===== config.mk =====
export PLATFORM = sky130hd
export DESIGN_NAME = markup_tag_text_tokenizer_core
export DESIGN_NICKNAME = d
export VERILOG_FILES = /design/src/hdl/mtt_pkg.sv /design/src/hdl/mtt_front.sv /design/src/hdl/mtt_queue.sv /design/src/hdl/mtt_back.sv /design/src/hdl/markup_tag_text_tokenizer_core.sv
export SDC_FILE = /design/constraint.sdc
export NUM_CORES = 1
export LEC_CHECK = 0
export ABC_AREA = 1
export ABC_CLOCK_PERIOD_IN_PS = 6300
export BUFFER_PORTS_ARGS = -buffer_cell sky130_fd_sc_hd__buf_2
export CAP_MARGIN = 30
export CORE_MARGIN = 2
export CORE_UTILIZATION = 56
export DETAILED_ROUTE_END_ITERATION = 8
export HOLD_SLACK_MARGIN = 0.06
export PLACE_DENSITY_LB_ADDON = 0.25
export SKIP_LAST_GASP = 1
export SYNTH_ARGS = -nofsm -noshare
export SYNTH_HDL_FRONTEND = slang
export SYNTH_HIERARCHICAL = 1
export SYNTH_SLANG_ARGS = --single-unit

===== constraint.sdc =====
create_clock -name i_clk -period 6.3 [get_ports i_clk]
set_clock_uncertainty 0.05 [all_clocks]
set_input_delay 1.26 -clock i_clk [delete_from_list [all_inputs] [get_ports i_clk]]
set_output_delay 1.26 -clock i_clk [all_outputs]
set_load 0.03 [all_outputs]

===== src/hdl/mtt_pkg.sv =====
// shared constants, codes and transaction types for the markup tag/text tokenizer
// no dependencies; every other file imports this package
package mtt_pkg;

    localparam int unsigned MAX_TEXT = 4096;
    localparam int unsigned LIMIT_W  = 13;
    localparam int unsigned LEN_W    = 16;
    localparam int unsigned Q_DEPTH  = 4;
    localparam int unsigned Q_AW     = 2;

    // fragment phase codes
    localparam logic [1:0] PH_IDLE = 2'd0;
    localparam logic [1:0] PH_TAG  = 2'd1;
    localparam logic [1:0] PH_TEXT = 2'd2;

    // result event codes
    localparam logic [1:0] EV_TEXT  = 2'd0;
    localparam logic [1:0] EV_TAG   = 2'd1;
    localparam logic [1:0] EV_CLOSE = 2'd2;
    localparam logic [1:0] EV_DONE  = 2'd3;

    // fragment kinds
    localparam logic [1:0] KIND_START = 2'd0;
    localparam logic [1:0] KIND_END   = 2'd1;
    localparam logic [1:0] KIND_TEXT  = 2'd2;

    localparam logic MODE_END = 1'b1;

    localparam logic [7:0] CH_LT    = 8'h3C;
    localparam logic [7:0] CH_GT    = 8'h3E;
    localparam logic [7:0] CH_QUOTE = 8'h22;
    localparam logic [7:0] CH_SLASH = 8'h2F;
    localparam logic [7:0] CH_SPACE = 8'h20;

    typedef struct packed {
        logic       mode;
        logic [7:0] char_in;
    } t_item;

    typedef struct packed {
        logic [1:0]       event_res;
        logic [7:0]       char_value;
        logic [1:0]       fragment_kind;
        logic [LEN_W-1:0] fragment_length;
        logic             last;
    } t_res;

    // one queue entry: the results caused by one input item
    typedef struct packed {
        logic two;
        t_res res0;
        t_res res1;
    } t_work;

    function automatic t_res mk_res(input logic [1:0] ev, input logic [7:0] ch,
                                    input logic [1:0] kind, input logic [LEN_W-1:0] len);
        t_res r;
        r.event_res       = ev;
        r.char_value      = ch;
        r.fragment_kind   = kind;
        r.fragment_length = len;
        r.last            = 1'b0;
        return r;
    endfunction

endpackage


===== src/hdl/mtt_front.sv =====
// front end: fragment state, byte classification and result generation
// depends on mtt_pkg; feeds one t_work entry per accepted productive item (byte or end marker) into the queue
module mtt_front
    import mtt_pkg::*;
(
    input  logic               i_clk,
    input  logic               i_rst_n,
    input  logic               i_accept,
    input  t_item              i_item,
    input  logic               i_cfg_valid,
    input  logic [LIMIT_W-1:0] i_cfg_data,
    output t_work              o_work,
    output logic               o_work_push
);

    logic [1:0]         r_phase, n_phase;
    logic               r_in_quotes, n_in_quotes;
    logic               r_closing, n_closing;
    logic               r_seen6, n_seen6;
    logic               r_prev_space, n_prev_space;
    logic [LEN_W-1:0]   r_run_len, n_run_len;
    logic [LIMIT_W-1:0] r_text_limit;

    logic [LIMIT_W-1:0] v_lim;
    logic [1:0]         v_n;
    t_res               v_r0, v_r1;

    always_comb begin
        if (r_text_limit == '0) begin
            v_lim = LIMIT_W'(1);
        end else if (r_text_limit > LIMIT_W'(MAX_TEXT)) begin
            v_lim = LIMIT_W'(MAX_TEXT);
        end else begin
            v_lim = r_text_limit;
        end
    end

    always_comb begin
        logic [1:0]       ph;
        logic [7:0]       c;
        logic             fresh, do_tag, done;
        logic             q, cl, s6, ps;
        logic [LEN_W-1:0] rl;
        t_res             x;

        n_phase      = r_phase;
        n_in_quotes  = r_in_quotes;
        n_closing    = r_closing;
        n_seen6      = r_seen6;
        n_prev_space = r_prev_space;
        n_run_len    = r_run_len;
        v_n          = 2'd0;
        v_r0         = mk_res(EV_DONE, 8'h00, KIND_START, '0);
        v_r1         = v_r0;
        x            = v_r0;
        c            = i_item.char_in;
        ph           = (r_phase == PH_TAG || r_phase == PH_TEXT) ? r_phase : PH_IDLE;
        done         = 1'b0;
        fresh        = 1'b0;
        do_tag       = 1'b0;
        q            = r_in_quotes;
        cl           = r_closing;
        s6           = r_seen6;
        ps           = r_prev_space;
        rl           = r_run_len;

        if (i_item.mode == MODE_END) begin
            if (ph == PH_TAG) begin
                v_r0 = mk_res(EV_CLOSE, 8'h00, r_closing ? KIND_END : KIND_START, r_run_len);
                v_n  = 2'd1;
            end else if (ph == PH_TEXT) begin
                v_r0 = mk_res(EV_CLOSE, 8'h00, KIND_TEXT, r_run_len);
                v_n  = 2'd1;
            end
            x = mk_res(EV_DONE, 8'h00, KIND_START, '0);
            if (v_n == 2'd0) v_r0 = x; else v_r1 = x;
            v_n          = v_n + 2'd1;
            n_phase      = PH_IDLE;
            n_in_quotes  = 1'b0;
            n_closing    = 1'b0;
            n_seen6      = 1'b0;
            n_prev_space = 1'b0;
            n_run_len    = '0;
        end else begin
            // text meeting '<' closes the text and opens a tag from scratch
            if (ph == PH_TEXT && c == CH_LT) begin
                v_r0 = mk_res(EV_CLOSE, 8'h00, KIND_TEXT, r_run_len);
                v_n  = 2'd1;
            end
            fresh  = !(ph == PH_TAG || (ph == PH_TEXT && c != CH_LT));
            do_tag = (ph == PH_TAG) || (fresh && c == CH_LT);
            q      = fresh ? 1'b0 : r_in_quotes;
            cl     = fresh ? 1'b0 : r_closing;
            s6     = fresh ? 1'b0 : r_seen6;
            ps     = fresh ? 1'b0 : r_prev_space;
            rl     = fresh ? '0 : r_run_len;

            if (do_tag) begin
                x = mk_res(EV_TAG, c, KIND_START, '0);
                if (v_n == 2'd0) v_r0 = x; else v_r1 = x;
                v_n = v_n + 2'd1;
                if (rl != '1) rl = rl + 1'b1;
                if (c == CH_QUOTE) begin
                    q = !q;
                end else if (!q) begin
                    if (c == CH_GT) begin
                        done = 1'b1;
                    end else if (c == CH_SLASH && !s6) begin
                        cl = 1'b1;
                    end
                end
                if (done) begin
                    x = mk_res(EV_CLOSE, 8'h00, cl ? KIND_END : KIND_START, rl);
                    if (v_n == 2'd0) v_r0 = x; else v_r1 = x;
                    v_n = v_n + 2'd1;
                end else begin
                    s6 = s6 | c[6];
                end
                n_phase = done ? PH_IDLE : PH_TAG;
            end else begin
                if (c <= CH_SPACE) begin
                    if (!ps) begin
                        x = mk_res(EV_TEXT, CH_SPACE, KIND_START, '0);
                        if (v_n == 2'd0) v_r0 = x; else v_r1 = x;
                        v_n = v_n + 2'd1;
                        ps  = 1'b1;
                        rl  = rl + 1'b1;
                    end
                end else begin
                    x = mk_res(EV_TEXT, c, KIND_START, '0);
                    if (v_n == 2'd0) v_r0 = x; else v_r1 = x;
                    v_n = v_n + 2'd1;
                    ps  = 1'b0;
                    rl  = rl + 1'b1;
                end
                if (rl >= LEN_W'(v_lim)) begin
                    x = mk_res(EV_CLOSE, 8'h00, KIND_TEXT, rl);
                    if (v_n == 2'd0) v_r0 = x; else v_r1 = x;
                    v_n  = v_n + 2'd1;
                    done = 1'b1;
                end
                n_phase = done ? PH_IDLE : PH_TEXT;
            end

            n_in_quotes  = done ? 1'b0 : q;
            n_closing    = done ? 1'b0 : cl;
            n_seen6      = done ? 1'b0 : s6;
            n_prev_space = done ? 1'b0 : ps;
            n_run_len    = done ? '0 : rl;
        end

        if (v_n == 2'd1) v_r0.last = 1'b1;
        if (v_n == 2'd2) v_r1.last = 1'b1;
    end

    assign o_work.two  = (v_n == 2'd2);
    assign o_work.res0 = v_r0;
    assign o_work.res1 = v_r1;
    assign o_work_push = i_accept && (v_n != 2'd0);

    always_ff @(posedge i_clk) begin
        if (!i_rst_n) begin
            r_phase      <= PH_IDLE;
            r_in_quotes  <= 1'b0;
            r_closing    <= 1'b0;
            r_seen6      <= 1'b0;
            r_prev_space <= 1'b0;
            r_run_len    <= '0;
            r_text_limit <= LIMIT_W'(MAX_TEXT);
        end else begin
            if (i_accept) begin
                r_phase      <= n_phase;
                r_in_quotes  <= n_in_quotes;
                r_closing    <= n_closing;
                r_seen6      <= n_seen6;
                r_prev_space <= n_prev_space;
                r_run_len    <= n_run_len;
            end
            if (i_cfg_valid) begin
                r_text_limit <= i_cfg_data;
            end
        end
    end

`ifndef SYNTHESIS
    a_last_flag: assert property (@(posedge i_clk) disable iff (!i_rst_n)
        o_work_push |-> (o_work.two ? (!o_work.res0.last && o_work.res1.last)
                                    : o_work.res0.last))
        else $error("last flag misplaced in queue entry");

    a_text_within_limit: assert property (@(posedge i_clk) disable iff (!i_rst_n)
        (i_accept && r_phase == PH_TEXT) |=> (r_run_len < LEN_W'(v_lim)))
        else $error("open text fragment reached its limit without closing");

    a_idle_clean: assert property (@(posedge i_clk) disable iff (!i_rst_n)
        (r_phase == PH_IDLE) |-> (r_run_len == '0 && !r_in_quotes && !r_closing))
        else $error("fragment state left over between fragments");
`endif

endmodule


===== src/hdl/mtt_queue.sv =====
// short queue of t_work entries between front and back end
// depends on mtt_pkg for the entry type and depth
module mtt_queue
    import mtt_pkg::*;
(
    input  logic  i_clk,
    input  logic  i_rst_n,
    input  logic  i_push,
    input  t_work i_wdata,
    input  logic  i_pop,
    output t_work o_rdata,
    output logic  o_full,
    output logic  o_empty
);

    t_work           r_mem [Q_DEPTH];
    logic [Q_AW-1:0] r_wp, r_rp;
    logic [Q_AW:0]   r_cnt;

    assign o_full  = (r_cnt == (Q_AW+1)'(Q_DEPTH));
    assign o_empty = (r_cnt == '0);
    assign o_rdata = r_mem[r_rp];

    always_ff @(posedge i_clk) begin
        if (i_push) begin
            r_mem[r_wp] <= i_wdata;
        end
    end

    always_ff @(posedge i_clk) begin
        if (!i_rst_n) begin
            r_wp  <= '0;
            r_rp  <= '0;
            r_cnt <= '0;
        end else begin
            if (i_push) r_wp <= r_wp + 1'b1;
            if (i_pop)  r_rp <= r_rp + 1'b1;
            unique case ({i_push, i_pop})
                2'b10:   r_cnt <= r_cnt + 1'b1;
                2'b01:   r_cnt <= r_cnt - 1'b1;
                default: r_cnt <= r_cnt;
            endcase
        end
    end

`ifndef SYNTHESIS
    a_no_overflow: assert property (@(posedge i_clk) disable iff (!i_rst_n)
        o_full |-> !i_push)
        else $error("push into full queue");

    a_no_underflow: assert property (@(posedge i_clk) disable iff (!i_rst_n)
        o_empty |-> !i_pop)
        else $error("pop from empty queue");

    a_count_match: assert property (@(posedge i_clk) disable iff (!i_rst_n)
        !o_full |-> (r_cnt[Q_AW-1:0] == Q_AW'(r_wp - r_rp)))
        else $error("queue count out of step with pointers");
`endif

endmodule


===== src/hdl/mtt_back.sv =====
// back end: unpacks queue entries into single results and holds the output register
// depends on mtt_pkg
module mtt_back
    import mtt_pkg::*;
(
    input  logic  i_clk,
    input  logic  i_rst_n,
    input  t_work i_work,
    input  logic  i_q_empty,
    output logic  o_q_pop,
    input  logic  i_pop,
    output t_res  o_result,
    output logic  o_empty
);

    logic r_valid, n_valid;
    logic r_sub, n_sub;
    t_res r_out, n_out;

    always_comb begin
        n_valid = r_valid;
        n_sub   = r_sub;
        n_out   = r_out;
        o_q_pop = 1'b0;
        // output slot frees when empty or taken this cycle
        if (!r_valid || i_pop) begin
            if (!i_q_empty) begin
                n_valid = 1'b1;
                if (i_work.two && !r_sub) begin
                    n_out = i_work.res0;
                    n_sub = 1'b1;
                end else begin
                    n_out   = r_sub ? i_work.res1 : i_work.res0;
                    n_sub   = 1'b0;
                    o_q_pop = 1'b1;
                end
            end else begin
                n_valid = 1'b0;
            end
        end
    end

    always_ff @(posedge i_clk) begin
        if (!i_rst_n) begin
            r_valid <= 1'b0;
            r_sub   <= 1'b0;
        end else begin
            r_valid <= n_valid;
            r_sub   <= n_sub;
        end
    end

    always_ff @(posedge i_clk) begin
        r_out <= n_out;
    end

    assign o_result = r_out;
    assign o_empty  = !r_valid;

`ifndef SYNTHESIS
    a_sub_has_entry: assert property (@(posedge i_clk) disable iff (!i_rst_n)
        r_sub |-> (!i_q_empty && i_work.two))
        else $error("second result pending without its queue entry");

    a_sub_after_first: assert property (@(posedge i_clk) disable iff (!i_rst_n)
        r_sub |-> (r_valid && !r_out.last))
        else $error("first of two results flagged last");

    a_pop_only_loaded: assert property (@(posedge i_clk) disable iff (!i_rst_n)
        o_q_pop |=> r_valid)
        else $error("queue entry dropped without a result");
`endif

endmodule


===== src/hdl/markup_tag_text_tokenizer_core.sv =====
// a byte accepted is written into the queue, then loaded into the output register
// throughput: one input byte per cycle while the queue is not full; results leave one per cycle
// through the single output register while pop is held, so a byte that gives two results holds
// that port for both of them and the four-entry queue between the front and back ends absorbs such bursts
// reset (synchronous, active low): between fragments, queue and output empty,
// text_limit back to 4096
module markup_tag_text_tokenizer_core
    import mtt_pkg::*;
(
    input  logic               i_clk,
    input  logic               i_rst_n,
    input  logic               push,
    input  t_item              i_item,
    output logic               full,
    output logic               empty,
    input  logic               pop,
    output t_res               o_result,
    input  logic               i_cfg_valid,
    output logic               o_cfg_ready,
    input  logic [LIMIT_W-1:0] i_cfg_data
);

    logic  accept;
    t_work work_in, work_out;
    logic  work_push, q_pop, q_full, q_empty;

    assign accept      = push && !q_full;
    assign full        = q_full;
    assign o_cfg_ready = 1'b1;

    mtt_front u_front (
        .i_clk       (i_clk),
        .i_rst_n     (i_rst_n),
        .i_accept    (accept),
        .i_item      (i_item),
        .i_cfg_valid (i_cfg_valid),
        .i_cfg_data  (i_cfg_data),
        .o_work      (work_in),
        .o_work_push (work_push)
    );

    mtt_queue u_queue (
        .i_clk   (i_clk),
        .i_rst_n (i_rst_n),
        .i_push  (work_push),
        .i_wdata (work_in),
        .i_pop   (q_pop),
        .o_rdata (work_out),
        .o_full  (q_full),
        .o_empty (q_empty)
    );

    mtt_back u_back (
        .i_clk     (i_clk),
        .i_rst_n   (i_rst_n),
        .i_work    (work_out),
        .i_q_empty (q_empty),
        .o_q_pop   (q_pop),
        .i_pop     (pop),
        .o_result  (o_result),
        .o_empty   (empty)
    );

endmodule


==> results.rst <==
.. list-table::
   :header-rows: 1

   * - Metric
     - Value
   * - Result of the run
     - completed
   * - Count of unresolved DRC violations after routing
     - 0
   * - H-tree levels
     - 1
   * - Commonest cells post-synth
     - 265 x edfxtp_1, 243 x nand2_1, 211 x nor2_1
   * - Number of buffers inserted by port buffering
     - 57
   * - Combined area of all synthesized cells
     - around 14000 µm²
   * - Global-route wire length before repair
     - between 50000 and 60000 µm
   * - Number of antenna violations at the first check in global routing
     - 0
   * - Overall track demand over capacity in global routing
     - 0.245
   * - Actual transition at the worst max-transition pin
     - a little over 800 ps
   * - Routed Antenna Nets
     - 0
   * - Worst max-slew margin expressed relative to the limit
     - 0.444
   * - Yosys Warn Count
     - 6
   * - Width of the die
     - ~160 µm
   * - Share of synthesized area occupied by flip-flops and latches
     - 0.624
   * - Final Instance Area
     - about 16000 µm²
   * - Leakage Power
     - roughly 0.0063 µW
   * - Minimum hold slack
     - between 300 and 400 ps
   * - Hold crit path type
     - flip-flop to flip-flop
   * - Clock buffer count from CTS
     - 31
   * - Final critical-path required period
     - between 5000 and 6000 ps
   * - Final number of setup-violating endpoints
     - 0
   * - Detail Route met2 WL
     - 15500 µm
   * - Post CTS Setup Buffer Count
     - 0
   * - Power Density
     - approximately 370 nW/µm²
   * - Post-detail-place hpwl
     - between 20000 and 25000 µm
   * - Number of synthesized flops with an enable pin
     - between 200 and 300
   * - Area grow syn2layout
     - 11.9%
   * - Metal-1 WL
     - 13700 µm
   * - Final total negative setup slack
     - 0 ps
   * - CTS tree
     - done
   * - Sequential cell area
     - 8880 µm²
   * - Number of instances in the synthesized netlist
     - around 1400
   * - Count of filler cells inserted in the layout
     - ~2000
   * - Crit path top cell by count
     - inv_1
   * - Critical Path Start Type
     - input pin
   * - Vias/cell
     - roughly 5.7
   * - Part of the cycle the worst path needs
     - 0.901
   * - R2R Path End
     - u_queue/r_cnt[2]
   * - Via count of the first global-routing pass
     - 9665
   * - Critical path fanouts, max
     - 5
   * - Instance count along the most critical hold path
     - 1
   * - Routed via count
     - ~10000
   * - Boundary pin count
     - 59
   * - Max Transition Viols Final
     - 0
   * - Number of failing hold endpoints at the final stage
     - 0
   * - Full die area
     - roughly 27000 µm²
   * - Most common flop cell mapped by yosys
     - edfxtp_1
   * - Netlist cell types
     - 50
   * - Maximum root-to-sink buffer count
     - 3
   * - Number of buffers inserted by hold repair at cts
     - 0
   * - DR WL/cell
     - between 15 and 20 µm
   * - Aggregate global routing overflow
     - 0
   * - Unrepaired setup endpoints after global routing
     - false
   * - Asr flop ratio synth
     - 0
   * - Min-delay src
     - u_queue/r_rp[1]
   * - Standard cell core area
     - about 25000 µm²
   * - Total inserted antenna cells
     - 0
   * - Library cell occupying the most area in the post-synthesis netlist
     - edfxtp_1
   * - Depth of the most critical reg-to-reg path
     - 43
   * - Site row count
     - a little under 60
   * - Clock edge transition at the registers on the reported setup and hold paths
     - 60 ps
   * - Sum of routed wire length over all layers
     - roughly 32000 µm
   * - Worst ir drop on vdd
     - between 200 and 300 µV
   * - Final core utilization
     - 0.636
   * - Slowest CP cell
     - fa_1
   * - Crit. End Element
     - flip-flop
   * - Kind of critical path
     - input pin to flip-flop
   * - Required time of the critical path
     - approximately 6700 ps
   * - Final net count
     - roughly 1500
   * - Share of layout cells above drive strength 1
     - 0.130
   * - Number of maximum-capacitance constraint violations
     - 0
   * - Total length of routed met3 wires
     - ~2400 µm
   * - Syn_area_per_cell
     - roughly 10 µm²
   * - Dominant cells by area after synthesis
     - edfxtp_1 56%, dfxtp_1 6.5%, nand2_1 6.4%, nor2_1 5.6%, o21ai_0 5.4%
   * - Topmost layer with routed signal wires
     - met4
   * - Post-synth top area share
     - 0.559
   * - Total iterations of the first detailed-routing run
     - 5
   * - Startpoint of the lowest-slack register-to-register path
     - u_front/r_phase[0]
   * - Resize count post-CTS
     - 0
   * - Critical Path AT
     - ~6100 ps
   * - Clock sink count
     - about 310
   * - Skew-Pair Late Insertion Delay
     - 560 ps
   * - Placed Instance Area
     - between 10000 and 15000 µm²
   * - Final weighted congestion in routability-driven placement
     - about 0.9
   * - Die height
     - between 150 and 200 µm
   * - Worst path max stage delay
     - 370 ps
   * - Number of DRC markers in iteration 0
     - between 1000 and 1500
   * - Root cell of the clock tree
     - clkbuf_16
   * - Most used standard cell by instance count after synthesis
     - edfxtp_1
   * - Initial Utilization
     - 0.569
   * - Largest net degree at the start of global routing
     - 119
   * - R2r setup slk
     - ~720 ps
   * - Number of register bits inferred by synthesis
     - about 310
   * - Fmax
     - about 0.18 GHz
   * - Area of the multi-input gates
     - between 4000 and 5000 µm²
==> registers in the layout (all words and copies together), names as in the netlist, named ones only <==
name	cells
u_queue/r_mem	236
u_front/r_seen6	1
u_back/r_sub	1
u_front/r_phase	2
u_back/r_valid	1
u_front/r_in_quotes	1
u_queue/r_rp	2
u_front/r_closing	1
u_back/o_result	29
u_queue/r_cnt	3
u_front/r_prev_space	1
u_front/r_text_limit	13
u_front/r_run_len	16
u_queue/r_wp	2
==> where the power goes <==
group | switching, µW | internal (µW)
Clock | 750 | 1100
Combinational | 1040 | 385
Sequential | 87.1 | 2560
==> worst max-delay path, delay by kind of cell <==
family,cells,cell delay [ps]
buffers and inverters,10,800
AO/OA/AOI/OAI,4,720
adder cells (fa/ha/maj),4,1040
AND/OR/NAND/NOR,22,2240
==> stage by stage <==
stage               std cells  total power, µW  setup slack [ps]
floorplan                1396             3710               224
global placement         1748             4080               245
detailed placement       1748             4110               163
CTS                      1801             5950               717
global route             1801             6210               197
finish                   1801             5920               624
==> metal layers <==
| layer | up-vias | GRT usage |
|---|---|---|
| li1 | 4930 | - |
| met1 | 4860 | 0.342 |
| met2 | 337 | 0.403 |
| met3 | 66 | 0.0312 |
| met4 | 0 | 0.0758 |
| met5 | - | 0 |
==> worst max-delay path by stage <==
stage / start / endpoint / slack [ps]
after detailed placement: i_item[6] / u_queue/r_cnt[2] / 160
after floorplan: i_item[6] / u_queue/r_mem[0][0] / 220
final: i_item[6] / u_queue/r_cnt[2] / 620
after global placement: i_item[6] / u_queue/r_cnt[2] / 250
after CTS: i_item[6] / u_queue/r_cnt[2] / 720
after global routing: i_item[6] / u_queue/r_cnt[2] / 200
==> layout by cell type, fill, tap and decap left out, drive strengths merged, types with 40 or more instances in the layout <==
| cell | n |
|---|---|
| edfxtp | 265 |
| nand2 | 255 |
| nor2 | 227 |
| o21ai | 163 |
| inv | 112 |
| buf | 90 |
| o22ai | 61 |
| a21oi | 48 |
| nand3 | 48 |
| dfxtp | 46 |
| clkbuf | 40 |
==> final cells by class <==
cell class,instances,area share
Tap cell,330,0.0259
Sequential cell,311,0.558
Multi-Input combinational cell,903,0.285
Timing Repair Buffer,90,0.0397
Inverter,114,0.0272
Clock inverter,13,0.00935
Clock buffer,40,0.0554
==> cell families after synthesis <==
group	synth area share
flip-flops	0.624
XOR/XNOR	0.00800
AO/OA/AOI/OAI	0.113
adder cells (fa/ha/maj)	0.0269
AND/OR/NAND/NOR	0.169
other	0.000527
buffers and inverters	0.0586
Note: power is estimated with default switching activity, not from simulation.
